`src/rtl/bdpc_pkg.sv`:
```
// Shared types and constants for the button debounce and press classifier.
package bdpc_pkg;

  localparam int unsigned TimeWidth = 32;
  localparam int unsigned CfgWidth  = 16;
  localparam int unsigned EvWidth   = 2;
  localparam int unsigned InTdataWidth  = 40;
  localparam int unsigned OutTdataWidth = 8;

  localparam logic [CfgWidth-1:0] DebounceReset  = 16'd20;
  localparam logic [CfgWidth-1:0] LongPressReset = 16'd1000;

  typedef enum logic [EvWidth-1:0] {
    EV_NONE  = 2'd0,
    EV_SHORT = 2'd1,
    EV_LONG  = 2'd2
  } press_event_t;

  typedef enum logic {
    REG_DEBOUNCE   = 1'b0,
    REG_LONG_PRESS = 1'b1
  } cfg_reg_t;

  // One poll as it sits in the input register.
  typedef struct packed {
    logic [TimeWidth-1:0] now_ms;
    logic                 raw_level;
  } poll_t;

  // Programmed thresholds handed to the classifier.
  typedef struct packed {
    logic [CfgWidth-1:0] debounce_time;
    logic [CfgWidth-1:0] long_press_time;
  } thresholds_t;

endpackage

```
`src/rtl/bdpc_core.sv`:
```
// Debounce state and press classification for one poll per cycle while step is high.
module bdpc_core (
  input  logic                 clk,
  input  logic                 rst,
  input  logic                 step,
  input  bdpc_pkg::poll_t      poll,
  input  bdpc_pkg::thresholds_t thr,
  output bdpc_pkg::press_event_t press_event
);
  import bdpc_pkg::*;

  logic                 last_raw;
  logic                 stable_level;
  logic                 long_given;
  logic [TimeWidth-1:0] change_time;
  logic [TimeWidth-1:0] press_start_time;

  logic                 last_raw_next;
  logic                 stable_level_next;
  logic                 long_given_next;
  logic [TimeWidth-1:0] change_time_next;
  logic [TimeWidth-1:0] press_start_time_next;

  logic                 raw_changed;
  logic [TimeWidth-1:0] window;
  logic [TimeWidth-1:0] held;
  logic                 settled;
  logic                 new_press;
  logic                 new_release;

  always_comb begin
    raw_changed = (poll.raw_level != last_raw);
    last_raw_next = poll.raw_level;
    change_time_next = raw_changed ? poll.now_ms : change_time;

    // A fresh raw edge leaves a window of zero, so only a zero debounce passes.
    window  = raw_changed ? '0 : (poll.now_ms - change_time);
    settled = (window >= {{(TimeWidth-CfgWidth){1'b0}}, thr.debounce_time});

    new_press   = settled && (stable_level != poll.raw_level) && poll.raw_level;
    new_release = settled && (stable_level != poll.raw_level) && !poll.raw_level;

    stable_level_next     = settled ? poll.raw_level : stable_level;
    press_start_time_next = new_press ? poll.now_ms : press_start_time;
    long_given_next       = new_press ? 1'b0 : long_given;
    press_event           = EV_NONE;

    // Press time measured from the start that holds after this poll.
    held = new_press ? '0 : (poll.now_ms - press_start_time);

    if (new_release) begin
      if (!long_given) begin
        press_event = EV_SHORT;
      end
    end else if (settled && stable_level_next && !long_given_next &&
                 (held >= {{(TimeWidth-CfgWidth){1'b0}}, thr.long_press_time})) begin
      long_given_next = 1'b1;
      press_event     = EV_LONG;
    end
  end

  always_ff @(posedge clk) begin
    if (rst) begin
      last_raw         <= 1'b0;
      stable_level     <= 1'b0;
      long_given       <= 1'b0;
      change_time      <= '0;
      press_start_time <= '0;
    end else if (step) begin
      last_raw         <= last_raw_next;
      stable_level     <= stable_level_next;
      long_given       <= long_given_next;
      change_time      <= change_time_next;
      press_start_time <= press_start_time_next;
    end
  end

endmodule

```
`src/rtl/button_debounce_press_classifier.sv`:
```
// Top level of the button debounce and short/long press classifier.
//
// Usage: each input word on the s_axis channel is one poll of the button,
// carrying a free-running millisecond timestamp and the raw pin level. For
// every accepted word exactly one result word leaves on m_axis, holding the
// press event: none, short press released, or long press reached.
// Words flow through two registers. An accepted poll lands in the input
// register; when the result register can advance, the classifier evaluates
// it against the debounce state, updates that state, and loads the result
// register. One poll can be accepted in every clock cycle while the
// receiver keeps taking results; the classifier updates its state as each
// poll moves into the result register.
// When the receiver stalls, the result register holds its word and the
// input register keeps the next poll; s_axis_tready drops only when both
// are full and m_axis_tready is low, so no word is lost or repeated.
// Reset clears all debounce state and both pipeline registers and restores
// the thresholds to 20 ms debounce and 1000 ms long press; the pin is not
// sampled, so a button held through reset is seen as a new press.
// Thresholds are written through cfg_we/cfg_addr/cfg_wdata; the user must write them only while idle, unenforced.
module button_debounce_press_classifier (
  input  logic                                  clk,
  input  logic                                  rst,
  // Fields from bit 0: now_ms[31:0], raw_level[32], zero fill [39:33].
  input  logic [bdpc_pkg::InTdataWidth-1:0]     s_axis_tdata,
  input  logic                                  s_axis_tvalid,
  output logic                                  s_axis_tready,
  // Fields from bit 0: press_event[1:0], zero fill [7:2].
  output logic [bdpc_pkg::OutTdataWidth-1:0]    m_axis_tdata,
  output logic                                  m_axis_tvalid,
  input  logic                                  m_axis_tready,
  input  logic                                  cfg_we,
  input  logic                                  cfg_addr,
  input  logic [bdpc_pkg::CfgWidth-1:0]         cfg_wdata
);
  import bdpc_pkg::*;

  thresholds_t  thr;
  poll_t        in_word;
  logic         in_valid;
  press_event_t out_event;
  logic         out_valid;
  press_event_t core_event;
  logic         advance;

  // The result register frees up when empty or when its word is taken.
  assign advance       = !out_valid || m_axis_tready;
  assign s_axis_tready = !in_valid || advance;

  always_ff @(posedge clk) begin
    if (rst) begin
      thr.debounce_time   <= DebounceReset;
      thr.long_press_time <= LongPressReset;
    end else if (cfg_we) begin
      case (cfg_reg_t'(cfg_addr))
        REG_DEBOUNCE:   thr.debounce_time   <= cfg_wdata;
        REG_LONG_PRESS: thr.long_press_time <= cfg_wdata;
        default: ;
      endcase
    end
  end

  // Input register.
  always_ff @(posedge clk) begin
    if (rst) begin
      in_valid <= 1'b0;
    end else if (s_axis_tready) begin
      in_valid <= s_axis_tvalid;
    end
  end

  always_ff @(posedge clk) begin
    if (s_axis_tvalid && s_axis_tready) begin
      in_word.now_ms    <= s_axis_tdata[TimeWidth-1:0];
      in_word.raw_level <= s_axis_tdata[TimeWidth];
    end
  end

  bdpc_core u_core (
    .clk         (clk),
    .rst         (rst),
    .step        (in_valid && advance),
    .poll        (in_word),
    .thr         (thr),
    .press_event (core_event)
  );

  // Result register.
  always_ff @(posedge clk) begin
    if (rst) begin
      out_valid <= 1'b0;
    end else if (advance) begin
      out_valid <= in_valid;
    end
  end

  always_ff @(posedge clk) begin
    if (advance && in_valid) begin
      out_event <= core_event;
    end
  end

  assign m_axis_tvalid = out_valid;
  assign m_axis_tdata  = {{(OutTdataWidth-EvWidth){1'b0}}, out_event};

endmodule

```
`config.mk`:
```
export PLATFORM = sky130hd
export DESIGN_NAME = button_debounce_press_classifier
export DESIGN_NICKNAME = d
export VERILOG_FILES = /design/src/rtl/bdpc_pkg.sv /design/src/rtl/bdpc_core.sv /design/src/rtl/button_debounce_press_classifier.sv
export SDC_FILE = /design/constraint.sdc
export NUM_CORES = 1
export LEC_CHECK = 0
export BUFFER_PORTS_ARGS = -buffer_cell sky130_fd_sc_hd__buf_4
export CORE_ASPECT_RATIO = 1.75
export CORE_MARGIN = 8
export CORE_UTILIZATION = 30
export DETAILED_ROUTE_END_ITERATION = 6
export GPL_ROUTABILITY_DRIVEN = 1
export PLACE_DENSITY = 0.54
export SETUP_SLACK_MARGIN = 0.5
export SLEW_MARGIN = 20
export SYNTH_ARGS = -nofsm -noshare
export SYNTH_HDL_FRONTEND = slang
export SYNTH_HIERARCHICAL = 1
export SYNTH_SLANG_ARGS = --single-unit
```
`constraint.sdc`:
```
create_clock -name clk -period 8 [get_ports clk]
set_input_delay 2.4 -clock clk [delete_from_list [all_inputs] [get_ports clk]]
set_output_delay 2.4 -clock clk [all_outputs]
set_load 0.005 [all_outputs]
```
Word level (Yosys, flattened, before mapping)
Index checks and enable logic that the tools add are counted.
- register bits: 136
- latch bits: 0
- bits in writable memories: 0
- ROM bits: 0
- output and inout port bits: 10
- memories: 0
- add/subtract/negate cells: 2
- multipliers: 0
- div/mod/pow operators: 0
- order comparisons: 2
- equal/unequal tests: 2
- shifts and indexed selects: 0
- muxes and demuxes: 9
- bitwise gates (word level): 1
- reductions and logical operators: 18
- operators by type and width (cell ; count):
    >= comparator 32 x 16 -> 1 bit ; 2
    2-to-1 mux 32 bit ; 2
    subtractor 32 bit ; 2
    logical AND 1 bit ; 8
    AND reduction 2 bit ; 4
    2-to-1 mux 1 bit ; 5
    logical NOT 1 bit ; 4
    2-to-1 mux 2 bit ; 2
    logical OR 1 bit ; 2
    != test 1 bit ; 2
    NOT 1 bit ; 1

Longest topological paths before layout
Gate-level depths: netlist of the first run.
- word-level depth: 11
- gate-level depth with buffers: 29

Cells and area by module
The synthesis of the first run kept the hierarchy.
- by module, submodules not included (module ; instances ; cells each ; area an instance (um^2) ; seq. area each (um^2)):
    bdpc_core ; 1 ; 1073 ; 7681.1 ; 1341.3
    button_debounce_press_classifier ; 1 ; 182 ; 2549.9 ; 1731.7

Worst setup path before layout of the first run
No wires, ideal clock.
- path kind: reg-to-reg
- start point: register in_word[1] (netlist name)
- end point: register out_event[1], data pin
- library setup time: 0.265 ns
- arrival time: 5.569 ns
- setup slack: 2.166 ns
- stages on the path, launching flop included: 28
- period minus slack after synthesis: 5.834 ns
- path through: edfxtp_1 inv_1 ha_1 fa_1 nand2b_1 a21oi_1 o21ai_0 o21ai_0 xnor2_1 nor2_1 ha_1 and4_1 a21oi_1 o211ai_1 a31oi_1 nand2_1 buf_2 nor2_1 ha_1 a21oi_1 o21ai_0 a221oi_1 o31ai_1 or4_1 nor3_2 nand4_1 a2111oi_2 nor2_1
- cells in the longest elaborated chain, start to end: 11
- elaborated cells between the ends (all ways): 17
- classes of those cells: add/sub: 2; order compare: 2; mux: 6; reduce/logical: 7
- RTL lines (what ; RTL line ; RTL):
    start: declaration ; button_debounce_press_classifier.sv:38 ; poll_t in_word;
    branches (longest 10 deep; another with subtractor 32 bit) ; n/a ;
    2-to-1 mux 2 bit * ; bdpc_core.sv:51 ; if (new_release) begin
    net core_event[1] ; button_debounce_press_classifier.sv:42 ; press_event_t core_event;
    end signal: assignment ; button_debounce_press_classifier.sv:98 ; out_event <= core_event;
    end: declaration ; button_debounce_press_classifier.sv:40 ; press_event_t out_event;
Mark *: on every way through the listed nets, which the timed path passes.
A chain may end at the register's enable or synchronous reset.

Worst setup path in the final report of the first run
- start point: register in_word[2] (netlist name)
- end point: register out_event[1], data pin
Same word-level chain as after synthesis.

==> flow_summary_export.csv, run 1 <==
group,metric,value,unit
run_status,status,"completed",
final_layout,fin_nets,1444,
floorplanning,fp.dieArea,40500,um^2
timing,maxSlewViolCount,0,
floorplanning,die_w,156,um
power,power,0.00219,W
drt,drtPass1Iterations,6,
synth,synth_top_area_share,19.8,%
place,dp_hpwl,21.9,mm
final_layout,syn_to_final_growth,13.6,%
timing,hold_viol,0,
critical_path,arrival,6.97,ns
critical_path,path_class,"reg2reg",
clock_tree,cts_root_buffer,"clkbuf_16",
synth,ys.flop_type,"dfxtp_1",
timing,setup_violations,0,
clock_tree,cts_max_path_buffers,2,
grt,grt_pass1_wl,45.0,mm
timing,slew_headroom,37.7,%
floorplanning,rows,89,
drt,vias_per_cell,4.92,
final_layout,drive_gt1_share,9.70,%
place,portBuffers,58,
timing,fin_crit_sh,84.9,%
final_layout,antenna-diode-count,0,
timing,fmax,147,MHz
clock_tree,h-tree-depth,4,
critical_path,cp.required,8.18,ns
timing,period_needed,6.79,ns
critical_path,setup.worst_path.start_class,"flip-flop",
synth,netlist_top_cells_area,"dfxtp_1, ha_1, edfxtp_1",
synth,yosysUniqueCellTypes,79,
synth,synth_common_cells,"nand2_1, inv_1, a21oi_1",
timing,fin_hold_ws,0.454,ns
synth,synth-edff-count,35,
power,p_leak,4.46,nW
floorplanning,fp.dieH,260,um
drt,wl,28.1,mm
synth,yosysSeqAreaShare,30.0,%
timing,skew,0.0124,ns
run,max-cap-violations,0,
synth,synth-seq-cells,136,
drt,ant_nets,0,
grt,grt_pass1_vias,8671,
grt,grt_max_degree,102,
grt,grt_usage,14.2,%
drt,vias,8632,
synth,yosys.area.top_type,"dfxtp_1",
power,ir_drop,0.147,mV
synth,ys_warn_count,6,
floorplanning,io_pins,72,
power,powerDensity,188,nW/um^2
place,gp_congestion,0.889,
synth,syn_inst,1255,
critical_path,end_kind,"flip-flop",
critical_path,crit_fanout,14,
synth,syn_area_per_cell,8.15,um^2
drt,drt_iter0_drc,443,
timing,worst_pin_slew,0.934,ns
synth,ys_async_sr_fraction,0,%
clock_tree,worstSkewPairLatency,0.44,ns
drt,wl_per_cell,16.0,um
clock_tree,cts_buffers,17,
clock_tree,cts.sinks,136,
synth,yosysMostFrequentCell,"nand2_1",
synth,syn_area,10200,um^2
timing,rsz0062_at_grt,"no",
timing,tns,0,ns
clock_tree,cts_tree,"yes",
grt,grt_overflow,0,
floorplanning,fp.coreArea,33600,um^2
clock_tree,path_clk_slew,0.06,ns
min_path,hold_path_class,"reg2reg",
grt,antenna_found_initial,0,
floorplanning,initial_core_util,30.4,%
drt,drc,0,
-- power breakdown --
group	total, W	internal (W)	leakage (nW)	switching (W)
logic	0.000583	0.000243	3.00	0.000340
clock network	0.000827	0.000497	0.294	0.000330
registers	0.000777	0.000743	1.16	0.0000337
total	0.00219	0.00148	4.46	0.000704
-- registers in the layout (all words and copies together) (netlist names) --
name	count
u_core/stable_level	1
u_core/change_time	32
m_axis_tvalid	1
in_valid	1
thr	32
in_word	33
u_core/press_start_time	32
out_event	2
u_core/last_raw	1
u_core/long_given	1
-- final timing paths --
check / startpoint / to / slack (ns) / cells past startpoint
hold reg to reg: u_core/change_time[28] / u_core/change_time[28] / 0.45 / 2
hold / removal: u_core/change_time[28] / u_core/change_time[28] / 0.45 / 2
setup / recovery: in_word[2] / out_event[1] / 1.21 / 26
setup reg to reg: in_word[2] / out_event[1] / 1.21 / 26
-- critical path, stage by stage, from the launching register on --
cell and delay [ns]:
edfxtp_1 0.54, ha_1 0.34, nor2b_1 0.15, o2111ai_1 0.28
a211oi_1 0.17, or2_2 0.34, a21oi_1 0.18, xor2_1 0.24
nor2_1 0.08, ha_1 0.28, and4_1 0.20, nand2_1 0.06
o211ai_1 0.44, a31oi_1 0.15, buf_4 0.18, nand2_1 0.32
nor2_1 0.12, ha_1 0.30, a21oi_1 0.14, o21ai_0 0.09
a221oi_1 0.36, o31ai_1 0.21, or4_1 0.57, nor3_2 0.15
nand4_1 0.16, a2111oi_4 0.43, nor2_1 0.08
-- layer usage --
layer / up-vias / part of all wire, % / GRT usage (%)
li1: 4435 / - / -
met1: 3967 / 41 / 15.0
met2: 179 / 51 / 25.8
met3: 51 / 3.9 / 3.11
met4: 0 / 4.0 / 7.50
met5: - / 0 / 0
-- cell type report --
cell class	count	area, um^2
clock inverter	15	189
tap	455	569
sequential	136	3070
clock buffer	17	425
inverter	114	428
multi-input combinational	951	6450
fill	3620	22000
timing repair buffer	66	495
-- kinds of logic (layout without fill, tap and decap cells) --
kind of cell	after synthesis	in the layout	synth area share, %
multiplexers	60	60	5.92
buffers and inverters	173	212	7.29
other	1	6	0.0367
flip-flops	136	136	30.0
AO/OA/AOI/OAI	302	302	19.1
AND/OR/NAND/NOR	445	445	22.2
XOR/XNOR	42	42	3.60
adder cells (fa/ha/maj)	96	96	11.9
-- layout by cell type (no fill, tap or decap), drive strengths merged, types with 8 or more instances in the layout --
master,instances
nand2,139
xor2,18
a211o,8
mux2i,56
buf,66
clkbuf,17
o21a,9
a31oi,11
nand4,16
a211oi,11
xnor2,24
and3,16
nor3,18
ha,94
nor4,9
nand2b,109
a21oi,117
edfxtp,35
o21ai,62
o211ai,18
inv,120
a21o,17
nand3,20
nor2,78
dfxtp,101
-- stage by stage --
stage / std cells / util (%) / instance area, um^2 / setup slack, ns
after floorplan: 1260 / - / 10200 / 2.17
after global placement: 1720 / 32.7 / 11000 / 0.997
after detailed placement: 1720 / 32.7 / 11000 / 0.905
after CTS: 1752 / 34.5 / 11600 / 0.897
after global routing: 1754 / 34.6 / 11600 / 0.586
final: 1754 / 34.6 / 11600 / 1.21
-- what timing repair did --
action                     4_1_cts  5_1_grt
gates resized for setup          0        1
hold buffers                     0        0
setup endpoints to repair        0        2
buffers inserted                 0        2
(Power assumes the default switching activity.)
==> run 2: changes to the inputs <==
--- a/config.mk
+++ b/config.mk
@@ -11,7 +11,7 @@
 export CORE_UTILIZATION = 30
 export DETAILED_ROUTE_END_ITERATION = 6
 export GPL_ROUTABILITY_DRIVEN = 1
-export PLACE_DENSITY = 0.54
+export PLACE_DENSITY = 0.56
 export SETUP_SLACK_MARGIN = 0.5
 export SLEW_MARGIN = 20
 export SYNTH_ARGS = -nofsm -noshare
==> constraint.sdc (replaced) <==
create_clock -name clk -period 5.55 [get_ports clk]
set_input_delay 1.665 -clock clk [delete_from_list [all_inputs] [get_ports clk]]
set_output_delay 1.665 -clock clk [all_outputs]
set_load 0.005 [all_outputs]
==> flow_summary_export.csv, run 2 (synthesis gave the netlist of run 1 again) <==
group,metric,value,unit
final_layout,drive_gt1_share,23.6,%
grt,use_met2,30.0,%
clock_tree,h-tree-depth,4,
final_layout,fin_nets,1619,
grt,grt_overflow,0,
timing,skew,0.0115,ns
min_path,hold_path_class,"reg2reg",
run_status,violations,"negative setup slack",
drt,wl_per_cell,16.2,um
critical_path,cp.required,5.75,ns
final_layout,stdcell_area,13300,um^2
clock_tree,cts.sinks,136,
grt,grt_max_degree,118,
place,dp_hpwl,24.5,mm
power,powerDensity,261,nW/um^2
drt,vias,9421,
grt,met1_usage,15.5,%
final_layout,syn_to_final_growth,29.7,%
floorplanning,fp.dieArea,40500,um^2
final_layout,layout_common_cells,"buf_4, nand2_1, inv_1",
power,p_sw,0.00114,W
clock_tree,cts_max_path_buffers,2,
critical_path,end_kind,"flip-flop",
drt,drt_iter0_drc,422,
power,ir_drop,0.304,mV
clock_tree,cts_buffers,17,
power,p_leak,5.36,nW
drt,ant_nets,0,
floorplanning,fp.dieH,260,um
final_layout,final_common_cell,"buf_4",
final_layout,antenna-diode-count,0,
timing,tns,-0.382,ns
clock_tree,cts_tree,"yes",
final_layout,largest_reg_flops,33,
grt,busiest_layer,"met2",
timing,fin_hold_ws,0.454,ns
timing,fmax,173,MHz
drt,vias_per_cell,4.88,
floorplanning,initial_core_util,30.4,%
floorplanning,rows,89,
final_layout,n_fill_cell,3500,
timing,hold_viol,0,
timing,period_needed,5.77,ns
final_layout,regArea,3070,um^2
run_status,status,"finished, violations left",
power,seqPwrFrac,32.0,%
min_path,hp-start,"u_core/change_time[25]",
place,placed_cell_area,12300,um^2
power,switching_share,33.1,%
critical_path,setup.worst_path.start_class,"flip-flop",
grt,grtUsageMet3,2.92,%
grt,grt_pass1_wl,49.5,mm
run,max-cap-violations,0,
clock_tree,worstSkewPairLatency,0.45,ns
floorplanning,fp.coreArea,33600,um^2
timing,worst_slack,-0.217,ns
critical_path,crit_path_top_delay_cell,"edfxtp_1",
floorplanning,die_w,156,um
timing,maxSlewViolCount,0,
clock_tree,cts_root_buffer,"clkbuf_16",
grt,grt_usage,15.8,%
critical_path,crit_top_cell,"buf_4",
floorplanning,io_pins,72,
power,pwr-share-clk,35.0,%
power,comb_power_share,33.0,%
drt,wl,31.3,mm
min_path,hold_path_end,"u_core/change_time[25]",
clock_tree,path_clk_slew,0.06,ns
place,portBuffers,58,
final_layout,multi_input_area,6760,um^2
critical_path,cp_top_family,"simple AND/OR/NAND/NOR gates",
final_layout,top_register,"in_word",
critical_path,rrSetupSlack,-0.22,ns
drt,drc,0,
critical_path,crit_fanout,6,
drt,drtPass1Iterations,5,
timing,rsz0062_at_grt,"yes",
critical_path,r2r-end,"out_event[1]",
critical_path,r2r_cells,26,
critical_path,crit_buf_inv,5,
critical_path,r2r-start,"in_word[11]",
grt,grt_pass1_vias,9506,
final_layout,fin_cells,1929,
min_path,whs_path_depth,2,
critical_path,arrival,5.97,ns
power,cellInternalPower,0.00231,W
place,gp_congestion,0.880,
critical_path,path_class,"reg2reg",
critical_path,max_stage_delay,0.48,ns
timing,fin_crit_sh,104,%
timing,setup_violations,2,
place,place_inst,1887,
timing,slew_headroom,36.4,%
timing,worst_pin_slew,0.955,ns
grt,antenna_found_initial,0,
-- run 2: changes by cell type in the layout (fill, tap and decap cells not counted), moves of 4 or more --
cell     before  now
a21oi_1     113  101
o21ai_0      53   45
buf_4        66  239
ha_4          0    4
ha_2          0    4
ha_1         94   86
a21oi_2       3   14
o21ai_1       9   14
-- run 2: layout make-up --
| cell class | count | share of cell area, % |
|---|---|---|
| flip-flops and latches | 136 | 23.2 |
| inverters | 114 | 3.23 |
| clock buffers | 19 | 3.50 |
| clock inverters | 13 | 1.17 |
| multi-input cells | 951 | 51.0 |
| well taps | 455 | 4.29 |
| repair buffers | 241 | 13.7 |
-- run 2: what timing repair did --
action,CTS,global route
setup buffers,5,5
resized for setup,37,23
endpoints found under the setup margin,2,2
pin swaps,18,21
hold buffers,0,0
-- run 2: routing by layer --
layer / vias up / part of all wire, % / wire [um]
li1: 4788 / - / -
met1: 4389 / 38 / 11800
met2: 185 / 54 / 16900
met3: 59 / 3.2 / 993
met4: 0 / 5.0 / 1570
met5: - / 0 / 0
-- run 2: worst max-delay path by stage --
stage,from,to,slack (ns),depth (start not counted)
finish,in_word[11],out_event[1],-0.22,26
global route,in_word[2],out_event[1],-0.51,28
CTS,in_word[2],out_event[1],-0.31,29
detailed placement,in_word[8],out_event[1],-0.72,26
global placement,in_word[8],out_event[1],-0.67,26
floorplan,in_word[2],out_event[1],0.09,26
-- run 2: tightest hold or removal path: cells and delay by family (launching register included) --
family	cells	cell delay (ns)
flip-flops	1	0.31
AO/OA/AOI/OAI	1	0.05
AND/OR/NAND/NOR	1	0.05
-- run 2: power groups by stage --
stage | clock [W] | sequential [W] | combinational [W]
6_report | 0.00121 | 0.00111 | 0.00114
5_1_grt | 0.00128 | 0.00111 | 0.00126
4_1_cts | 0.00125 | 0.00111 | 0.00111
3_5_place_dp | 0 | 0.00113 | 0.00104
3_3_place_gp | 0 | 0.00113 | 0.00103
2_1_floorplan | 0 | 0.00112 | 0.000640
-- run 2: through the flow --
stage	setup slack [ns]	total power, W	util (%)
after global placement	-0.667	0.00215	36.5
after global routing	-0.514	0.00364	39.4
final	-0.217	0.00346	39.4
after floorplan	0.0947	0.00176	-
after detailed placement	-0.716	0.00217	36.5
after CTS	-0.310	0.00346	39.1
